**src/afp_pkg.sv**
```systemverilog
package afp_pkg;

  localparam int VMEM_DEPTH = 32768;
  localparam int VMEM_AW    = 15;

  // Configuration register indexes
  typedef enum logic [2:0] {
    REG_MATRIX_A = 3'd0,
    REG_MATRIX_B = 3'd1,
    REG_MATRIX_C = 3'd2,
    REG_MATRIX_D = 3'd3,
    REG_CENTER_X = 3'd4,
    REG_CENTER_Y = 3'd5,
    REG_SCROLL   = 3'd6,
    REG_CONTROL  = 3'd7
  } reg_idx_t;

  // Control register bit positions
  localparam int CTL_HFLIP   = 0;
  localparam int CTL_VFLIP   = 1;
  localparam int CTL_EDGE_LO = 2;
  localparam int CTL_LAYER2  = 4;
  localparam int CTL_MAIN    = 5;
  localparam int CTL_SUB     = 6;
  localparam int CTL_PRIO0   = 7;
  localparam int CTL_PRIO1   = 11;

  // Edge modes; the two other codes wrap the plane
  localparam logic [1:0] EDGE_CLEAR = 2'd2;
  localparam logic [1:0] EDGE_TILE0 = 2'd3;

  typedef struct packed {
    logic [15:0] mat_a;
    logic [15:0] mat_b;
    logic [15:0] mat_c;
    logic [15:0] mat_d;
    logic [12:0] center_x;
    logic [12:0] center_y;
    logic [25:0] scroll;
    logic [14:0] ctrl;
  } cfg_t;

  // One transaction handed from the transform pipeline to the fetch unit
  typedef struct packed {
    logic        is_pix;
    logic [14:0] waddr;
    logic [7:0]  wbyte;
    logic [14:0] tile_addr;
    logic [5:0]  fine;
    logic        kill;
    logic        tile0;
  } fetch_req_t;

endpackage

```
**src/afp_xform.sv**
```systemverilog
module afp_xform (
  input  logic                clk,
  input  logic                rst_n,
  input  afp_pkg::cfg_t       cfg,
  input  logic                in_valid,
  output logic                in_stall,
  input  logic                in_req_type,
  input  logic [14:0]         in_mem_address,
  input  logic [7:0]          in_mem_byte,
  input  logic [7:0]          in_screen_x,
  input  logic [7:0]          in_screen_y,
  output logic                req_valid,
  output afp_pkg::fetch_req_t req,
  input  logic                req_take
);

  logic v1_r, v2_r, v3_r;
  logic free1, free2, free3;

  // stage 1: flipped screen coordinates
  logic        s1_pix_r;
  logic [14:0] s1_addr_r;
  logic [7:0]  s1_byte_r;
  logic [7:0]  s1_x_r;
  logic [7:0]  s1_y_r;

  // stage 2: partial products
  logic              s2_pix_r;
  logic [14:0]       s2_addr_r;
  logic [7:0]        s2_byte_r;
  logic signed [26:0] t_adx_r, t_bdy_r, t_cdx_r, t_ddy_r;
  logic signed [24:0] t_by_r, t_dy_r, p_ax_r, p_cx_r;

  afp_pkg::fetch_req_t s3_r, s3_nxt;

  logic signed [15:0] sa, sb, sc, sd;
  logic signed [13:0] diff_x, diff_y;
  logic signed [10:0] dx, dy;
  logic signed [8:0]  xs, ys;
  logic signed [26:0] p_adx, p_bdy, p_cdx, p_ddy;
  logic signed [24:0] p_by, p_dy, p_ax, p_cx;
  logic signed [28:0] sum_x, sum_y;
  logic               outside;
  logic [1:0]         edge_mode;

  assign free3    = !v3_r || req_take;
  assign free2    = !v2_r || free3;
  assign free1    = !v1_r || free2;
  assign in_stall = !free1;

  assign req_valid = v3_r;
  assign req       = s3_r;

  // dx/dy: scroll minus center, folded to a signed 11-bit offset
  always_comb begin
    sa = $signed(cfg.mat_a);
    sb = $signed(cfg.mat_b);
    sc = $signed(cfg.mat_c);
    sd = $signed(cfg.mat_d);
    diff_x = 14'($signed(cfg.scroll[12:0])) - 14'($signed(cfg.center_x));
    diff_y = 14'($signed(cfg.scroll[25:13])) - 14'($signed(cfg.center_y));
    dx = $signed({diff_x[13], diff_x[9:0]});
    dy = $signed({diff_y[13], diff_y[9:0]});
    xs = $signed({1'b0, s1_x_r});
    ys = $signed({1'b0, s1_y_r});
    p_adx = 27'(sa) * 27'(dx);
    p_bdy = 27'(sb) * 27'(dy);
    p_cdx = 27'(sc) * 27'(dx);
    p_ddy = 27'(sd) * 27'(dy);
    p_by  = 25'(sb) * 25'(ys);
    p_dy  = 25'(sd) * 25'(ys);
    p_ax  = 25'(sa) * 25'(xs);
    p_cx  = 25'(sc) * 25'(xs);
  end

  // plane coordinates in signed 21.8; integer part is sum[28:8]
  always_comb begin
    sum_x = 29'(t_adx_r) + 29'(t_bdy_r) + 29'(t_by_r) + 29'(p_ax_r)
          + 29'($signed({cfg.center_x, 8'd0}));
    sum_y = 29'(t_cdx_r) + 29'(t_ddy_r) + 29'(t_dy_r) + 29'(p_cx_r)
          + 29'($signed({cfg.center_y, 8'd0}));
    outside   = (|sum_x[28:18]) || (|sum_y[28:18]);
    edge_mode = cfg.ctrl[afp_pkg::CTL_EDGE_LO +: 2];
    s3_nxt.is_pix    = s2_pix_r;
    s3_nxt.waddr     = s2_addr_r;
    s3_nxt.wbyte     = s2_byte_r;
    s3_nxt.tile_addr = {sum_y[17:11], sum_x[17:11], 1'b0};
    s3_nxt.fine      = {sum_y[10:8], sum_x[10:8]};
    s3_nxt.kill      = outside && (edge_mode == afp_pkg::EDGE_CLEAR);
    s3_nxt.tile0     = outside && (edge_mode == afp_pkg::EDGE_TILE0);
  end

  always_ff @(posedge clk) begin
    if (!rst_n) begin
      v1_r <= 1'b0;
      v2_r <= 1'b0;
      v3_r <= 1'b0;
    end else begin
      if (free1) v1_r <= in_valid;
      if (free2) v2_r <= v1_r;
      if (free3) v3_r <= v2_r;
    end
  end

  always_ff @(posedge clk) begin
    if (free1) begin
      s1_pix_r  <= in_req_type;
      s1_addr_r <= in_mem_address;
      s1_byte_r <= in_mem_byte;
      s1_x_r    <= cfg.ctrl[afp_pkg::CTL_HFLIP] ? ~in_screen_x : in_screen_x;
      s1_y_r    <= cfg.ctrl[afp_pkg::CTL_VFLIP] ? ~in_screen_y : in_screen_y;
    end
    if (free2) begin
      s2_pix_r  <= s1_pix_r;
      s2_addr_r <= s1_addr_r;
      s2_byte_r <= s1_byte_r;
      // drop the low 6 bits of the offset and y partial products
      t_adx_r   <= $signed({p_adx[26:6], 6'd0});
      t_bdy_r   <= $signed({p_bdy[26:6], 6'd0});
      t_cdx_r   <= $signed({p_cdx[26:6], 6'd0});
      t_ddy_r   <= $signed({p_ddy[26:6], 6'd0});
      t_by_r    <= $signed({p_by[24:6], 6'd0});
      t_dy_r    <= $signed({p_dy[24:6], 6'd0});
      p_ax_r    <= p_ax;
      p_cx_r    <= p_cx;
    end
    if (free3) begin
      s3_r <= s3_nxt;
    end
  end

endmodule

```
**config.mk**
```make
export PLATFORM = sky130hd
export DESIGN_NAME = afp_xform
export DESIGN_NICKNAME = d
export VERILOG_FILES = /design/src/afp_pkg.sv /design/src/afp_xform.sv
export SDC_FILE = /design/constraint.sdc
export NUM_CORES = 2
export LEC_CHECK = 0
export BUFFER_PORTS_ARGS = -buffer_cell sky130_fd_sc_hd__buf_2
export CAP_MARGIN = 0
export CORE_ASPECT_RATIO = 0.5
export CORE_MARGIN = 3
export CORE_UTILIZATION = 45
export CTS_CLUSTER_DIAMETER = 40
export DETAILED_ROUTE_END_ITERATION = 10
export MAX_ROUTING_LAYER = met4
export SLEW_MARGIN = 25
export SYNTH_ARGS = -nofsm -noshare
export SYNTH_HDL_FRONTEND = slang
export SYNTH_SLANG_ARGS = --single-unit
```
**constraint.sdc**
```tcl
create_clock -name clk -period 13 [get_ports clk]
set_clock_uncertainty 0.2 [all_clocks]
set_input_delay 2.6 -clock clk [delete_from_list [all_inputs] [get_ports clk]]
set_output_delay 2.6 -clock clk [all_outputs]
set_load 0.01 [all_outputs]
```
Yosys cells after proc, flatten, opt, wreduce, memory -nomap -nowiden. Index checks and enable logic that the tools add are counted. W data, S select, Z words.

Register bits: 285. Input port bits: 175. Output and inout port bits: 49.

$add $sub $neg: 10. Multiply operators: 8. Eq/ne operators: 2. Muxes and demuxes: 2. Bitwise logic cells: 2. Reduce and logical (&&, ||, !) cells: 12.

Operator list (count): $mul A16 B11 Y27 (4); $mul A16 B9 Y25 (4); $add A28 B25 Y29 (2); $add A29 B21 Y29 (2); $add A29 B25 Y29 (2); $add A27 B27 Y28 (2); $sub A13 B13 Y14 (2); $reduce_or A11 Y1 (2); $mux W8 (2); $not A8 Y8 (2); $eq A2 B2 Y1 const B (2); $logic_not A1 Y1 (4); $logic_or A1 B1 Y1 (4); $logic_and A1 B1 Y1 (2).

Depth between registers and ports, before layout.
Word-level depth: 7. Depth in mapped cells: 32. Mapped depth without buffers: 31.

Least setup slack after synthesis. No wires, ideal clock.

Kind: input to register. From: input cfg[28] (netlist bit). To: register t_bdy_r[26], data pin. Library setup time: 0.260 ns. Data arrival time: 9.369 ns. Required time: 12.540 ns. Path slack: 3.171 ns. Cell stages on the path: 30. Buffers on the path: 1. Cell sequence: inv_1 -> ha_1 -> fa_1 -> nor2b_1 -> o21ai_0 -> a21boi_0 -> o21ai_0 -> nand2b_1 -> a21o_1 -> a21oi_1 -> xnor2_1 -> clkbuf_1 -> nand2_1 -> fa_1 -> fa_1 -> inv_1 -> fa_1 -> fa_1 -> inv_1 -> fa_1 -> inv_1 -> ha_1 -> a21oi_1 -> o21bai_1 -> o41a_1 -> a31o_2 -> a221o_1 -> a2111o_1 -> a31oi_1 -> xnor2_1.

Longest elaborated chain between the ends: 2.

Ends and longest elaborated chain: from (decl) (RTL line afp_xform.sv:4) `input afp_pkg::cfg_t cfg,`; $sub A13 B13 Y14 (RTL line afp_xform.sv:61) `diff_y = 14'($signed(cfg.scroll[25:13])) - 14'($signed(cfg.center_y));`; $mul A16 B11 Y27 (RTL line afp_xform.sv:67) `p_bdy = 27'(sb) * 27'(dy);`; net p_bdy[26] (RTL line afp_xform.sv:40) `logic signed [26:0] p_adx, p_bdy, p_cdx, p_ddy;`; to (signal assigned) (RTL line afp_xform.sv:119) `t_bdy_r <= $signed({p_bdy[26:6], 6'd0});`; to (decl) (RTL line afp_xform.sv:31) `logic signed [26:0] t_adx_r, t_bdy_r, t_cdx_r, t_ddy_r;`.

The timed path passes the listed nets, and every way through them passes these cells. A chain may end at the register's enable or synchronous reset.

Worst setup path in the final report.
From: input cfg[41] (netlist bit). To: register t_bdy_r[26], data pin.

The elaborated chain is that of the path after synthesis.

==> results.json <==
{
  "dieHeight_um": 257,
  "clock-root-buffer": "clkbuf_16",
  "grt_pass1_wl_um": 227000,
  "drtIter0Drc": 2251,
  "critPathArrivalTime_ns": 10.94,
  "setup-violations-final": 0,
  "netlist_area_um2": 56500,
  "rsz0062_at_grt": "no",
  "dr_wl_met3_um": 7090,
  "clk_pin_slew_worst_paths_ns": 0.05,
  "cts_buffers": 44,
  "gp_congestion": 0.918,
  "initial_core_util_pct": 45.6,
  "wire_per_inst_um": 18.2,
  "dp_hpwl_um": 111000,
  "max_freq_mhz": 92.3,
  "ant_nets": 0,
  "drtPass1Iterations": 5,
  "slew_headroom_pct": 26.6,
  "rows": 91,
  "critPathLaunchType": "input port",
  "pre_cts_ws_ns": 1.75,
  "critPathCaptureType": "flip-flop",
  "multi_input_area_um2": 42400,
  "slowest_delay_ns": 0.67,
  "setup-tns-final_ns": 0,
  "grt_usage_pct": 22.7,
  "cts_hold_buffers": 0,
  "postLayoutSetupSlackWorst_ns": 2.17,
  "routed.top_layer": "met4",
  "holdCritPathClass": "flip-flop to flip-flop",
  "io_buffers": 211,
  "crit_type": "input port to flip-flop",
  "synth-seq-cells": 273,
  "max-clock-path-buffers": 3,
  "layout.nets": 7654,
  "layout-drive-gt1-share_pct": 6.61,
  "worst_path_max_delay_cell": "xor2_2",
  "ys_types": 73,
  "worst_ep_required_time_ns": 13.10,
  "grt-ovfl-total": 0,
  "min_period_ns": 10.83,
  "synth_area_per_cell_um2": 9.77,
  "layout_common_cells": "inv_1 (1373), fa_1 (1172), nand2_1 (561), and2_1 (527), ha_1 (470)",
  "htree_levels": 2,
  "fin_util_pct": 49.1,
  "dieArea_um2": 130000,
  "layout_commonest_cell": "inv_1",
  "yosys_warnings": 0,
  "ys_seq_area_share_pct": 14.5,
  "yosys.area.top_type": "fa_1",
  "synth_ff_type": "edfxtp_1",
  "status": "completed",
  "ff_latch_area_um2": 8170,
  "cts-resized-gates": 0,
  "avgViaCountPerCell": 5.05,
  "synth_edf_count": 270,
  "yosysTopAreaCellShare_pct": 41.5,
  "clock-sinks": 273,
  "drv_cap": 0,
  "post_cts_buffers": 0,
  "synthToLayoutAreaGrowth_pct": 7.59,
  "final.period_utilization_pct": 83.3,
  "nFillCells": 11551,
  "drt-total-wl_um": 138000,
  "antenna_found_initial": 17,
  "met2WireLength_um": 64600,
  "synth_area_leaders": "fa_1 (42%), edfxtp_1 (14%), ha_1 (10%)",
  "die_w_um": 507,
  "syn_nets": 7598,
  "vias": 38123,
  "critPathMostFrequentCell": "fa_1",
  "coreArea_um2": 124000,
  "whs_ns": 0.212,
  "tightestPinTransition_ns": 1.10,
  "wl_met1_um": 63300,
  "final-hold-violation-count": 0,
  "grt_max_degree": 70,
  "synthArstFlopShare_pct": 0,
  "synth_cells": 5781,
  "drc_errors": 0,
  "grt_pass1_vias": 41773,
  "crit_path_max_fanout": 13,
  "num_io_pins": 224,
  "clkLatencyLatePin_ns": 0.59,
  "tritoncts": "yes",
  "drv_slew": 0
}
## layout make-up
class                           count  share of cell area (%)
Antenna cell                        8                  0.0329
Clock buffer                       48                    1.89
Clock inverter                     34                   0.628
Inverter                         1374                    8.49
Multi-Input combinational cell   3888                    69.7
Sequential cell                   273                    13.4
Tap cell                         1674                    3.45
Timing Repair Buffer              256                    2.33
## through the flow
stage,std cells,area [um2]
2_1_floorplan,5781,56500
3_3_place_gp,7462,59200
3_5_place_dp,7464,59200
4_1_cts,7546,60700
5_1_grt,7553,60800
6_report,7555,60800
## critical path, delay by kind of cell
| family | cells | cell delay, ns |
|---|---|---|
| adder cells (fa/ha/maj) | 8 | 3.47 |
| AO/OA/AOI/OAI | 10 | 2.76 |
| XOR/XNOR | 2 | 1.01 |
| buffers and inverters | 5 | 0.64 |
| AND/OR/NAND/NOR | 3 | 0.42 |
## routing by layer
metal	vias up	track usage, %
li1	17402	-
met1	19690	31.6
met2	852	36.1
met3	179	2.49
met4	0	4.76
met5	-	-
## logic make-up (layout without fill, tap and decap cells)
group                      count (synthesis)  after routing  share of synthesized area [%]
and+or+nand+nor                         1617           1617                           14.5
xor gates and xnor gates                 238            238                           3.69
DFF                                      273            273                           14.5
other                                      1              9                        0.00664
adders and majority gates               1642           1642                           51.9
muxes                                      5              5                         0.0908
AOI/OAI and AO/OA                        385            385                           4.52
buffers and inverters                   1620           1712                           10.8
## path summary, 6_finish.rpt
| path | startpoint | endpoint | slack (ns) | depth (start not counted) |
|---|---|---|---|---|
| worst max-delay path | cfg[41] | t_bdy_r[26] | 2.17 | 28 |
| worst min register to register | s2_byte_r[7] | req[30] | 0.21 | 0 |
| worst min-delay path | s2_byte_r[7] | req[30] | 0.21 | 0 |
| worst max register to register | s1_y_r[5] | t_dy_r[24] | 6.77 | 17 |
## state kept, by name (all words and copies together) (netlist names), 19 cells and up
signal   cells
t_ddy_r     21
p_ax_r      19
t_dy_r      19
t_cdx_r     21
t_by_r      19
t_bdy_r     21
t_adx_r     21
req         46
p_cx_r      19
## cell usage after synthesis (all sizes together) (11+ instances only)
| cell | number |
|---|---|
| and3 | 16 |
| or2 | 21 |
| a31oi | 11 |
| edfxtp | 270 |
| nor3 | 43 |
| o21bai | 12 |
| nand2 | 562 |
| xnor2 | 160 |
| o21ai | 57 |
| nand3 | 31 |
| a21oi | 115 |
| clkbuf | 236 |
| o21a | 35 |
| xor2 | 78 |
| nand2b | 20 |
| ha | 470 |
| a21o | 59 |
| nor2b | 149 |
| fa | 1172 |
| and2 | 527 |
| nor2 | 199 |
| inv | 1374 |
Power is left out: the tool's default activity adds up to more than one toggle a clock period on the data nets, which glitch-free logic cannot reach.
